File: src/hdl/mm_pkg.sv
// Shared sizes, codes, control types and command/status structs for the matrix multiplier.
package mm_pkg;

    localparam int MAX_DIM   = 64;
    localparam int DIM_W     = $clog2(MAX_DIM);
    localparam int CFG_W     = DIM_W + 1;
    localparam int ADDR_W    = 2 * DIM_W;
    localparam int DEPTH     = MAX_DIM * MAX_DIM;
    localparam int DATA_W    = 16;
    localparam int MUL_W     = 2 * DATA_W;
    localparam int ACC_W     = 38;
    localparam int OP_W      = 2;
    localparam int CFG_IDX_W = 2;

    // operation codes of an input item
    localparam logic [OP_W-1:0] OP_WRITE_A = 2'd0;
    localparam logic [OP_W-1:0] OP_WRITE_B = 2'd1;
    localparam logic [OP_W-1:0] OP_COMPUTE = 2'd2;

    // configuration register indexes
    localparam logic [CFG_IDX_W-1:0] REG_ROWS_M  = 2'd0;
    localparam logic [CFG_IDX_W-1:0] REG_INNER_K = 2'd1;
    localparam logic [CFG_IDX_W-1:0] REG_COLS_N  = 2'd2;

    typedef enum logic [2:0] {
        ST_IDLE,
        ST_RUN,
        ST_DRAIN,
        ST_LOAD,
        ST_ERR
    } t_state;

    typedef struct packed {
        logic             wr_a;
        logic             wr_b;
        logic             rd;
        logic             first;
        logic [DIM_W-1:0] row;
        logic [DIM_W-1:0] lpos;
        logic [DIM_W-1:0] col;
        logic             load_out;
        logic             load_err;
        logic             last;
    } t_dp_cmd;

    typedef struct packed {
        logic out_busy;
    } t_dp_sts;

endpackage

File: src/hdl/mm_ifs.sv
// Valid/ready channel interfaces: input items, result items and configuration writes.
interface mm_in_if import mm_pkg::*; ();
    logic                     valid;
    logic                     ready;
    logic [OP_W-1:0]          op;
    logic [DIM_W-1:0]         row_index;
    logic [DIM_W-1:0]         col_index;
    logic signed [DATA_W-1:0] element_value;

    modport source (output valid, op, row_index, col_index, element_value, input ready);
    modport sink   (input valid, op, row_index, col_index, element_value, output ready);
    modport mon    (input valid, ready, op, row_index, col_index, element_value);
endinterface


interface mm_cfg_if import mm_pkg::*; ();
    logic                 valid;
    logic                 ready;
    logic [CFG_IDX_W-1:0] index;
    logic [CFG_W-1:0]     data;

    modport source (output valid, index, data, input ready);
    modport sink   (input valid, index, data, output ready);
endinterface

File: src/hdl/mm_ctrl.sv
// Controller: size registers, item decode and the row/column/term sequencer.
module mm_ctrl import mm_pkg::*; (
    input  logic    i_clk,
    input  logic    i_rst_n,
    mm_in_if.sink   i_in,
    mm_cfg_if.sink  i_cfg,
    input  t_dp_sts i_sts,
    output t_dp_cmd o_cmd
);

    t_state           r_state, n_state;
    logic [CFG_W-1:0] r_rows_m, r_inner_k, r_cols_n;
    logic [DIM_W-1:0] r_row, n_row;
    logic [DIM_W-1:0] r_lpos, n_lpos;
    logic [DIM_W-1:0] r_col, n_col;
    logic             r_drain, n_drain;
    logic             accept;
    logic             last_l;
    logic             last_col;
    logic [CFG_W-1:0] cfg_val;

    assign i_cfg.ready = 1'b1;
    assign i_in.ready  = (r_state == ST_IDLE);
    assign accept      = i_in.valid && i_in.ready;
    assign last_l      = ({1'b0, r_lpos} + CFG_W'(1)) == r_inner_k;
    assign last_col    = ({1'b0, r_col} + CFG_W'(1)) == r_cols_n;

    // clamp written size into 1..MAX_DIM
    always_comb begin
        if (i_cfg.data == '0) begin
            cfg_val = CFG_W'(1);
        end else if (i_cfg.data > CFG_W'(MAX_DIM)) begin
            cfg_val = CFG_W'(MAX_DIM);
        end else begin
            cfg_val = i_cfg.data;
        end
    end

    always_ff @(posedge i_clk) begin
        if (!i_rst_n) begin
            r_rows_m  <= CFG_W'(MAX_DIM);
            r_inner_k <= CFG_W'(MAX_DIM);
            r_cols_n  <= CFG_W'(MAX_DIM);
        end else if (i_cfg.valid && i_cfg.ready) begin
            case (i_cfg.index)
                REG_ROWS_M:  r_rows_m  <= cfg_val;
                REG_INNER_K: r_inner_k <= cfg_val;
                REG_COLS_N:  r_cols_n  <= cfg_val;
                default:     ;
            endcase
        end
    end

    always_ff @(posedge i_clk) begin
        if (!i_rst_n) begin
            r_state <= ST_IDLE;
            r_row   <= '0;
            r_lpos  <= '0;
            r_col   <= '0;
            r_drain <= 1'b0;
        end else begin
            r_state <= n_state;
            r_row   <= n_row;
            r_lpos  <= n_lpos;
            r_col   <= n_col;
            r_drain <= n_drain;
        end
    end

    always_comb begin
        n_state    = r_state;
        n_row      = r_row;
        n_lpos     = r_lpos;
        n_col      = r_col;
        n_drain    = r_drain;

        o_cmd          = '0;
        o_cmd.row      = r_row;
        o_cmd.lpos     = r_lpos;
        o_cmd.col      = r_col;
        o_cmd.first    = (r_lpos == '0);
        o_cmd.last     = last_col;

        o_cmd.wr_a = accept && (i_in.op == OP_WRITE_A)
                     && ({1'b0, i_in.row_index} < r_rows_m)
                     && ({1'b0, i_in.col_index} < r_inner_k);
        o_cmd.wr_b = accept && (i_in.op == OP_WRITE_B)
                     && ({1'b0, i_in.row_index} < r_inner_k)
                     && ({1'b0, i_in.col_index} < r_cols_n);

        case (r_state)
            ST_IDLE: begin
                if (accept && (i_in.op == OP_COMPUTE)) begin
                    n_row  = i_in.row_index;
                    n_lpos = '0;
                    n_col  = '0;
                    if ({1'b0, i_in.row_index} < r_rows_m) begin
                        n_state = ST_RUN;
                    end else begin
                        n_state = ST_ERR;
                    end
                end
            end
            ST_RUN: begin
                o_cmd.rd = 1'b1;
                if (last_l) begin
                    n_drain = 1'b0;
                    n_state = ST_DRAIN;
                end else begin
                    n_lpos = r_lpos + DIM_W'(1);
                end
            end
            ST_DRAIN: begin
                n_drain = 1'b1;
                if (r_drain) begin
                    n_state = ST_LOAD;
                end
            end
            ST_LOAD: begin
                if (!i_sts.out_busy) begin
                    o_cmd.load_out = 1'b1;
                    n_lpos         = '0;
                    if (last_col) begin
                        n_state = ST_IDLE;
                    end else begin
                        n_col   = r_col + DIM_W'(1);
                        n_state = ST_RUN;
                    end
                end
            end
            ST_ERR: begin
                if (!i_sts.out_busy) begin
                    o_cmd.load_out = 1'b1;
                    o_cmd.load_err = 1'b1;
                    o_cmd.last     = 1'b1;
                    n_state        = ST_IDLE;
                end
            end
            default: begin
                n_state = ST_IDLE;
            end
        endcase
    end

    a_load_free: assert property (@(posedge i_clk) disable iff (!i_rst_n)
        o_cmd.load_out |-> !i_sts.out_busy)
        else $error("result loaded while output register still held");

    a_sizes_legal: assert property (@(posedge i_clk) disable iff (!i_rst_n)
        r_rows_m != '0 && r_inner_k != '0 && r_cols_n != '0
        && r_rows_m <= CFG_W'(MAX_DIM) && r_inner_k <= CFG_W'(MAX_DIM)
        && r_cols_n <= CFG_W'(MAX_DIM))
        else $error("size register outside 1..MAX_DIM");

    a_next_col: assert property (@(posedge i_clk) disable iff (!i_rst_n)
        (r_state == ST_LOAD && !i_sts.out_busy && !last_col)
        |=> (r_state == ST_RUN && r_lpos == '0))
        else $error("next column did not restart at term zero");

    a_run_bounded: assert property (@(posedge i_clk) disable iff (!i_rst_n)
        (r_state == ST_RUN) |-> ({1'b0, r_lpos} < r_inner_k && {1'b0, r_col} < r_cols_n))
        else $error("sequencer index beyond configured size");

endmodule

File: src/flat_wrapper.sv
// flat-port wrapper written by rule: the top's interface ports become plain ports
module mm_ctrl_flat import mm_pkg::*;
  (i_clk, i_rst_n, i_sts, o_cmd, i_in_valid, i_in_op, i_in_row_index, i_in_col_index, i_in_element_value, i_in_ready, i_cfg_valid, i_cfg_index, i_cfg_data, i_cfg_ready);
  mm_in_if i_in_i ();
  mm_cfg_if i_cfg_i ();
  input  logic i_clk;
  input  logic i_rst_n;
  input  t_dp_sts i_sts;
  output t_dp_cmd o_cmd;
  input wire logic [$bits(i_in_i.valid)-1:0] i_in_valid;
  input wire logic [$bits(i_in_i.op)-1:0] i_in_op;
  input wire logic [$bits(i_in_i.row_index)-1:0] i_in_row_index;
  input wire logic [$bits(i_in_i.col_index)-1:0] i_in_col_index;
  input wire logic [$bits(i_in_i.element_value)-1:0] i_in_element_value;
  output wire logic [$bits(i_in_i.ready)-1:0] i_in_ready;
  input wire logic [$bits(i_cfg_i.valid)-1:0] i_cfg_valid;
  input wire logic [$bits(i_cfg_i.index)-1:0] i_cfg_index;
  input wire logic [$bits(i_cfg_i.data)-1:0] i_cfg_data;
  output wire logic [$bits(i_cfg_i.ready)-1:0] i_cfg_ready;
  assign i_in_i.valid = i_in_valid;
  assign i_in_i.op = i_in_op;
  assign i_in_i.row_index = i_in_row_index;
  assign i_in_i.col_index = i_in_col_index;
  assign i_in_i.element_value = i_in_element_value;
  assign i_in_ready = i_in_i.ready;
  assign i_cfg_i.valid = i_cfg_valid;
  assign i_cfg_i.index = i_cfg_index;
  assign i_cfg_i.data = i_cfg_data;
  assign i_cfg_ready = i_cfg_i.ready;
  mm_ctrl u_core (.i_clk(i_clk), .i_rst_n(i_rst_n), .i_in(i_in_i), .i_cfg(i_cfg_i), .i_sts(i_sts), .o_cmd(o_cmd));
endmodule
File: config.mk
export PLATFORM = sky130hd
export DESIGN_NAME = mm_ctrl_flat
export DESIGN_NICKNAME = d
export VERILOG_FILES = /design/src/hdl/mm_pkg.sv /design/src/hdl/mm_ifs.sv /design/src/hdl/mm_ctrl.sv /design/src/flat_wrapper.sv
export SDC_FILE = /design/constraint.sdc
export NUM_CORES = 1
export LEC_CHECK = 0
export BUFFER_PORTS_ARGS = -buffer_cell sky130_fd_sc_hd__buf_2
export CAP_MARGIN = 10
export CORE_MARGIN = 2
export CORE_UTILIZATION = 54
export DETAILED_ROUTE_END_ITERATION = 8
export PLACE_DENSITY = 0.83
export SETUP_SLACK_MARGIN = 0.1
export SYNTH_ARGS = -nofsm -noshare
export SYNTH_HDL_FRONTEND = slang
export SYNTH_SLANG_ARGS = --single-unit
File: constraint.sdc
create_clock -name i_clk -period 2.8 [get_ports i_clk]
set_clock_uncertainty 0.1 [all_clocks]
set_input_delay 0.14 -clock i_clk [delete_from_list [all_inputs] [get_ports i_clk]]
set_output_delay 0.14 -clock i_clk [all_outputs]
set_load 0.01 [all_outputs]
# ---- Word level (Yosys, flattened, before mapping)
# Index checks and enable logic that the tools add are counted.
dict set report word_totals {
  regBits 43
  in_bits 44
  out_inout_bits 27
  word_cells 82
}
dict set report classes {
  addsub 4
  n_lt_le_gt_ge 5
  eq_ne 17
  muxes 24
  n_reduce_logical 24
}
# operator count
set ops {}
lappend ops {{$mux 6} 5}
lappend ops {{$lt 6x7->1} 4}
lappend ops {{$mux 3} 7}
lappend ops {{$pmux 6 s3} 1}
lappend ops {{$pmux 3 s5} 1}
lappend ops {{$add 6x1->7 const B} 2}
lappend ops {{$eq 7x7->1} 2}
lappend ops {{$mux 7} 2}
lappend ops {{$add 6x1->6 const B} 2}
lappend ops {{$pmux 6 s2} 1}
lappend ops {{$ne 2x2->1 const B} 5}
lappend ops {{$reduce_and 2->1} 5}
lappend ops {{$logic_and 1x1->1} 8}
lappend ops {{$reduce_and 4->1} 2}
lappend ops {{$gt 7x7->1 const B} 1}
lappend ops {{$logic_not 7->1} 1}
lappend ops {{$eq 3x2->1 const B} 2}
lappend ops {{$logic_not 6->1} 1}
lappend ops {{$reduce_and 5->1} 1}
lappend ops {{$eq 2x1->1 const B} 2}
lappend ops {{$eq 2x2->1 const B} 2}
lappend ops {{$logic_not 2->1} 2}
lappend ops {{$mux 1} 4}
lappend ops {{$ne 2x1->1 const B} 2}
lappend ops {{other kinds (7)} 9}

# ---- Depth between registers and ports, before layout
# Gate-level depths: netlist of run 1.
dict set report logic_depth {
  ltp_word 5
  ltp_mapped 8
  mapped_depth_nobuf 7
}

# ---- Least setup slack after synthesis of run 1
# No wires, ideal clock.
dict set report synth_path {
  path_kind {register to register}
  from {register u_core.r_col[0]}
  to {register u_core.r_state[0]}
  setup_ns 0.123
  arrival_time_ns 2.106
  required_ns 2.577
  path_slack_ns 0.470
  stages_incl_launch_ff 8
  n_path_buf 1
  synth_period_minus_slack_ns 2.330
  path_cell_list {dfxtp_1 > ha_1 > inv_1 > or4_1 > a2111oi_4 > buf_4 > a221o_1 > mux2i_1}
}
dict set report synth_between {
  elab_chain_len 5
}
# item line_no
set synth_rtl {}
lappend synth_rtl {{start: declaration} mm_ctrl.sv:15} ;# logic [DIM_W-1:0] r_col, n_col;
lappend synth_rtl {{start signal: assignment} mm_ctrl.sv:65} ;# r_col <= n_col;
lappend synth_rtl {{$add 6x1->7} mm_ctrl.sv:26} ;# assign last_col = ({1'b0, r_col} + CFG_W'(1)) == r_cols_n;
lappend synth_rtl {{$eq 7x7->1} mm_ctrl.sv:26}
lappend synth_rtl {{$mux 1} mm_ctrl.sv:123} ;# if (last_col) begin
lappend synth_rtl {{$mux 3} mm_ctrl.sv:120} ;# if (!i_sts.out_busy) begin
lappend synth_rtl {{$pmux 3 s5} mm_ctrl.sv:91} ;# case (r_state)
lappend synth_rtl {{end signal: assignment} mm_ctrl.sv:62} ;# r_state <= n_state;
lappend synth_rtl {{end: declaration} mm_ctrl.sv:11} ;# t_state r_state, n_state;
# Every way passes these cells. The select of a mux whose other input is x is not followed.
# A chain may end at the register's enable or synchronous reset.

==> metrics.md, run 1 <==
| Metric | Value |
|---|---|
| Routed Wire Length | `6467 um` |
| Register area | `865.8 um^2` |
| Pwr Density | `406.8 nW/um^2` |
| Logic pwr share | `14.3%` |
| Grt total ovfl | `0` |
| FILL cells | `445` |
| CTS clock-pin slew for the worst setup and hold paths | `0.09 ns` |
| Sw Share | `26.67%` |
| # IOs | `71` |
| Outcome | `completed` |
| Hold Path Class | `input port to flip-flop` |
| Antenna violations before repair | `0` |
| Drt wl/cell | `14.00 um` |
| Hold WS | `0.03361 ns` |
| Fin crit share | `92.16%` |
| CP cell instances | `ha_2, inv_1, or4_1, a2111oi_4, buf_6, or2_1, buf_2` |
| Total CTS buffers | `5` |
| CP Capture Type | `output port` |
| Vias | `2,542` |
| Die Height | `76.70 um` |
| Layout cell share with drive strength beyond 1 | `19.13%` |
| CTS Sinks | `43` |
| Final hold vios | `0` |
| DIE AREA | `5883 um^2` |
| Initial drt markers | `97` |
| Buf/Inv on CP | `3` |
| EDFF count, synth | `0` |
| Final non-filler cell total | `462` |
| Startpoint class of the critical path | `flip-flop` |
| Area Growth Syn to Fin | `14.91%` |
| Seq pwr share | `47.6%` |
| Routability cong. | `0.8400` |
| Asr flop ratio synth | `0%` |
| Static Leak | `0.001420 uW` |
| Tightest Pin Transition | `0.5787 ns` |
| FF+latch count, synth | `43` |
| Placed Cells | `454` |
| CP required | `2.56 ns` |
| Place WS | `0.3954 ns` |
| Top cell type's share of synthesized area | `30.16%` |
| Skew-Pair Late Insertion Delay | `0.31 ns` |
| Syn. warnings | `0` |
| Critical R2R Launch | `u_core.r_lpos[0]$_SDFFE_PN0P_` |
| Core area | `5107 um^2` |
| Slowest stage cell on the critical path | `or4_1` |
| Placed wire-length estimate | `4858 um` |
| Fmax | `387.5 MHz` |
| Worst-path maximum fanout | `13` |
| Buffers on Ports | `53` |
| Net Switching | `355.8 uW` |
| Setup ws final | `0.2195 ns` |
| Initial Utilization | `55.88%` |
| Crit path kind | `flip-flop to output port` |
| Root Driver | `clkbuf_8` |
| Peak VDD IR | `0.3107 mV` |
| Drt first pass iters | `4` |
| Synth area leader | `dfxtp_1` |
| Leading post-synthesis cells by cell area | `dfxtp_1 30%, ha_1 10%, mux2i_1 7.4%` |
| Vias in the first global route | `2,338` |
| Endpoints failing setup | `0` |
| Slew Limit Fails | `0` |
| Maximum buffer depth of the clock tree | `2` |
| Crit path launch | `u_core.r_col[0]$_SDFFE_PN0P_` |
| Cells after synthesis | `345` |
| Post-Synthesis Cell Area | `2854 um^2` |
| Hold_sp | `i_in_row_index[0]` |
| Max_cap viols | `0` |
| Nets | `458` |
| Antenna Cells | `0` |
| Final ANT Viol Nets | `0` |
| TritonCTS clock tree | `done` |
| Setup TNS | `0 ns` |
| Site Rows | `26` |
| Clock power share | `38.1%` |
| RSZ-0062 raised after global routing | `false` |
| Pint | `978.2 uW` |
| Worst EP arrival | `2.34 ns` |
| Via-to-Cell Ratio | `5.502` |
| Synth Flop Type | `dfxtp_1` |
| Largest net degree at the start of global routing | `38` |
| Multi-input gate area | `1810 um^2` |
| H-Tree Depth | `2` |
| Residual DRC | `0` |
| Syn Nets | `412` |
| Cell family with most CP delay | `simple AND/OR/NAND/NOR gates` |
| Die Wd | `76.70 um` |
| Max stage delay on crit path | `0.56 ns` |
| Most frequent cells after synthesis | `43 x dfxtp_1, 30 x nor2b_1, 28 x inv_1, 24 x nand2_1, 23 x ha_1` |
| First-pass GRT wire length | `10,570 um` |
| Synth unique cells | `48` |
| GRT Overall Usage | `22.24%` |
| Seq/Total Area, Yosys | `30.16%` |
| Relative slew slack | `61.42%` |
| Most frequent cell after synthesis | `dfxtp_1` |
| Post-Syn Area per Cell | `8.272 um^2` |
| Final min period | `2.580 ns` |
-- placed cells by master, fill, tap and decap left out, types with 4 or more instances in the layout --
cell / instances
buf_2: 53
o22ai_1: 4
clkbuf_8: 5
xnor2_1: 14
nand3_1: 17
ha_1: 22
mux2i_1: 21
dfxtp_1: 41
nor2_1: 15
a21oi_1: 21
o211ai_1: 6
nor3_1: 7
or4_1: 5
xor2_1: 4
a21o_1: 11
o21ai_0: 10
nand2_1: 24
nand2b_1: 6
inv_1: 28
nor2b_1: 30
-- power groups by stage --
stage               Sequential (uW)  Combinational [uW]  Clock, uW
floorplan                       648                 126          0
CTS                             636                 190        521
global route                    638                 212        540
global placement                650                 182          0
finish                          635                 190        508
detailed placement              650                 188          0
-- registers in the layout (all words and copies together) (netlist names) --
signal / count
u_core.r_state: 3
u_core.r_lpos: 6
u_core.r_drain: 1
u_core.r_rows_m: 7
u_core.r_row: 6
u_core.r_cols_n: 7
u_core.r_col: 6
u_core.r_inner_k: 7
-- path summary, 6_finish.rpt --
path                                                       end  slack, ns  cells after the start
worst max register to register  u_core.r_state[1]$_SDFFE_PN0P_       0.35                      6
worst min-delay path              u_core.r_row[0]$_SDFFE_PN0P_       0.03                      3
worst max-delay path                                  o_cmd[0]       0.22                      7
worst min register to register    u_core.r_col[1]$_SDFFE_PN0P_       0.39                      2
-- tightest hold or removal path: cells and delay by family --
family | cells | cell delay (ns)
simple gates | 1 | 0.10
buf+inv | 1 | 0.10
mux | 1 | 0.07
-- layer usage --
metal  up-vias  track usage [%]  wire length, um
met5         -                0                0
met4         0            8.000               78
met3         9            4.118              290
met2        71            38.07             3168
met1      1167            27.87             2930
li1       1295                -                -
-- area by class of cell --
cell class	count	share of cell area, %
Clock buffer	5	2.098
Clock inverter	3	1.412
Inverter	29	3.319
Multi-Input combinational cell	256	55.21
Sequential cell	43	26.40
Tap cell	70	2.671
Timing Repair Buffer	56	8.890
-- cells by family after synthesis --
group                      after synthesis  synth area share [%]
and+or+nand+nor                        124                 23.59
buffers and inverters                   46                 6.488
AOI/OAI and AO/OA                       69                 16.66
DFF                                     43                 30.16
muxes                                   21                 7.365
adders and majority gates               23                 10.08
other                                    1                0.1314
xor gates and xnor gates                18                 5.524
-- through the flow --
step	instance area, um^2	total power [uW]	utilization [%]
5_1_grt	3279	1390	64.21
3_5_place_dp	3153	838.2	61.73
3_3_place_gp	3153	831.5	61.73
4_1_cts	3269	1346	64.01
6_report	3279	1334	64.21
2_1_floorplan	2854	773.8	-
-- timing repair --
item                                    in CTS  in global routing
hold endpoints to repair                     0                  0
endpoints found under the setup margin       1                  1
resized for setup                            1                  4
hold buffers                                 0                  0
buffers inserted                             0                  0
(Power assumes the default switching activity.)
==> run 2, diff against run 1 <==
Settings changed: CORE_UTILIZATION 54 to 55, CTS_BUF_LIST set to sky130_fd_sc_hd__clkbuf_2 sky130_fd_sc_hd__clkbuf_4 sky130_fd_sc_hd__clkbuf_8, PLACE_DENSITY 0.83 to 0.84.
==> run 2 against run 1 <==
Effect of this change:
- final cell count is 0.87% higher
- power is 0.66% higher
- clock power is 1% higher
- setup slack worse by 0.023 ns
- via count is 2.7% higher
- design area is 0.92% higher
- die area is 1.7% lower
- largest power group unchanged
- count of clock-buffer cells in the layout is 1 higher
- critical endpoint unchanged
- wire length is 4.7% higher
- sequential cell count stayed put
- core utilization is 1.4 points higher
- non-clock buffer count is 4 higher
==> metrics.md, run 2 (synthesized netlist as in run 1, its figures left out) <==
| Metric | Value |
|---|---|
| Outcome | `completed` |
| Residual DRC | `0` |
| Startpoint class of the critical path | `flip-flop` |
| RSZ-0062 raised after global routing | `false` |
| Setup TNS | `0 ns` |
| Final min period | `2.604 ns` |
| Worst EP arrival | `2.36 ns` |
| Final ANT Viol Nets | `0` |
| Fin crit share | `92.99%` |
| Site Rows | `26` |
| Final hold vios | `0` |
| GRT Overall Usage | `24.31%` |
| Regs by FF count | `u_core.r_cols_n: 7 flops, u_core.r_inner_k: 7 flops, u_core.r_rows_m: 7 flops` |
| Slowest stage cell on the critical path | `or4_1` |
| Drt first pass iters | `4` |
| Antenna Cells | `0` |
| Largest net degree at the start of global routing | `38` |
| Quantity of hold-fixing buffers added after cts | `0` |
| Crit path kind | `flip-flop to output port` |
| Relative slew slack | `61.18%` |
| Max stage delay on crit path | `0.57 ns` |
| Tightest Pin Transition | `0.5823 ns` |
| Antenna violations before repair | `0` |
| Final Instance Area | `3309 um^2` |
| Routability cong. | `0.8877` |
| Drt wl/cell | `14.54 um` |
| Initial drt markers | `182` |
| First-pass GRT wire length | `11,560 um` |
| Commonest non-fill, non-tap cell in the layout | `buf_2` |
| Placed Cells | `454` |
| CTS clock-pin slew for the worst setup and hold paths | `0.09 ns` |
| Die Height | `76.04 um` |
| Root Driver | `clkbuf_8` |
| Slew Limit Fails | `0` |
| Commonest non-fill, non-tap cells in the layout | `53 x buf_2, 41 x dfxtp_1, 30 x nor2b_1` |
| Core area | `5042 um^2` |
| Cell family with most CP delay | `simple AND/OR/NAND/NOR gates` |
| Grt total ovfl | `0` |
| Peak VDD IR | `0.3038 mV` |
| Skew-Pair Late Insertion Delay | `0.30 ns` |
| # IOs | `71` |
| CP cell instances | `ha_2, inv_1, or4_1, a2111oi_4, buf_6, or2_1, buf_2` |
| Layout cell share with drive strength beyond 1 | `19.95%` |
| Initial Utilization | `56.60%` |
| Vias in the first global route | `2,527` |
| Final non-filler cell total | `466` |
| CP required | `2.56 ns` |
| CTS Sinks | `43` |
| Cell Area, Placed | `3153 um^2` |
| Max_cap viols | `0` |
| Total CTS buffers | `5` |
| Endpoints failing setup | `0` |
| Pwr Density | `405.8 nW/um^2` |
| Maximum buffer depth of the clock tree | `2` |
| Area Growth Syn to Fin | `15.96%` |
| Die Wd | `76.04 um` |
| H-Tree Depth | `2` |
| DIE AREA | `5781 um^2` |
| Worst-path maximum fanout | `7` |
| Buffers on Ports | `53` |
| Fmax | `384.1 MHz` |
| Nets | `462` |
| Placed wire-length estimate | `5036 um` |
| CP Capture Type | `output port` |
| Buf/Inv on CP | `3` |
| Static Leak | `0.001448 uW` |
| Hold WS | `0.03458 ns` |
| Via-to-Cell Ratio | `5.603` |
| Routed Wire Length | `6774 um` |
| Hold Path Class | `input port to flip-flop` |
| Vias | `2,611` |
| TritonCTS clock tree | `done` |
## run 2: cell types whose count changed in the layout (fill, tap and decap cells not counted), sizes merged
cell / change
clkinv: +1
clkinvlp: -1
clkbuf: +1
buf: +4
inv: -1
## run 2: timing repair
action                                  in CTS  in global routing
gates resized for setup                      2                  2
endpoints found under the setup margin       1                  1
setup buffers                                0                  4
## run 2: layout make-up
cell class	instances	area, um^2
clock buffers	6	82.58
clock inverters	2	35.03
fillers	432	1733
inverters	29	108.9
multi-input cells	256	1810
flip-flops and latches	43	863.3
well taps	70	87.58
repair buffers	60	321.6
## run 2: per-stage QoR
| step | power [uW] | util, % | setup WS (ns) |
|---|---|---|---|
| 5_1_grt | 1400 | 65.63 | 0.09721 |
| 3_5_place_dp | 840.0 | 62.53 | 0.3714 |
| 6_report | 1343 | 65.63 | 0.1962 |
| 3_3_place_gp | 832.1 | 62.53 | 0.4400 |
| 2_1_floorplan | 773.8 | - | 0.4704 |
| 4_1_cts | 1350 | 64.94 | 0.1260 |
## run 2: worst paths after layout
check | start | endpoint | slack, ns | cells after the start
setup / recovery | u_core.r_col[0]$_SDFFE_PN0P_ | o_cmd[0] | 0.20 | 7
hold / removal | i_in_row_index[0] | u_core.r_row[0]$_SDFFE_PN0P_ | 0.03 | 3
hold reg to reg | u_core.r_col[1]$_SDFFE_PN0P_ | u_core.r_col[1]$_SDFFE_PN0P_ | 0.40 | 2
setup reg to reg | u_core.r_lpos[0]$_SDFFE_PN0P_ | u_core.r_state[1]$_SDFFE_PN0P_ | 0.37 | 6
## run 2: metal layers
layer  part of all wire [%]  wire, um  GRT usage (%)
met1                     44      3002          29.98
met2                     48      3249          42.32
met3                    5.4       367          4.976
met4                    2.3       154          8.364
met5                      0         0              0
## run 2: worst min-delay path, stage by stage
cell,delay [ns]
buf_2,0.10
mux2i_1,0.07
nor2b_1,0.10
## run 2: where the power goes
| group | switching (uW) | leakage, uW | internal, uW |
|---|---|---|---|
| combinational | 105 | 0.00104 | 87.1 |
| sequential | 12.9 | 0.000349 | 624 |
| clock | 225 | 0.0000612 | 289 |
| total | 343 | 0.00145 | 1000 |
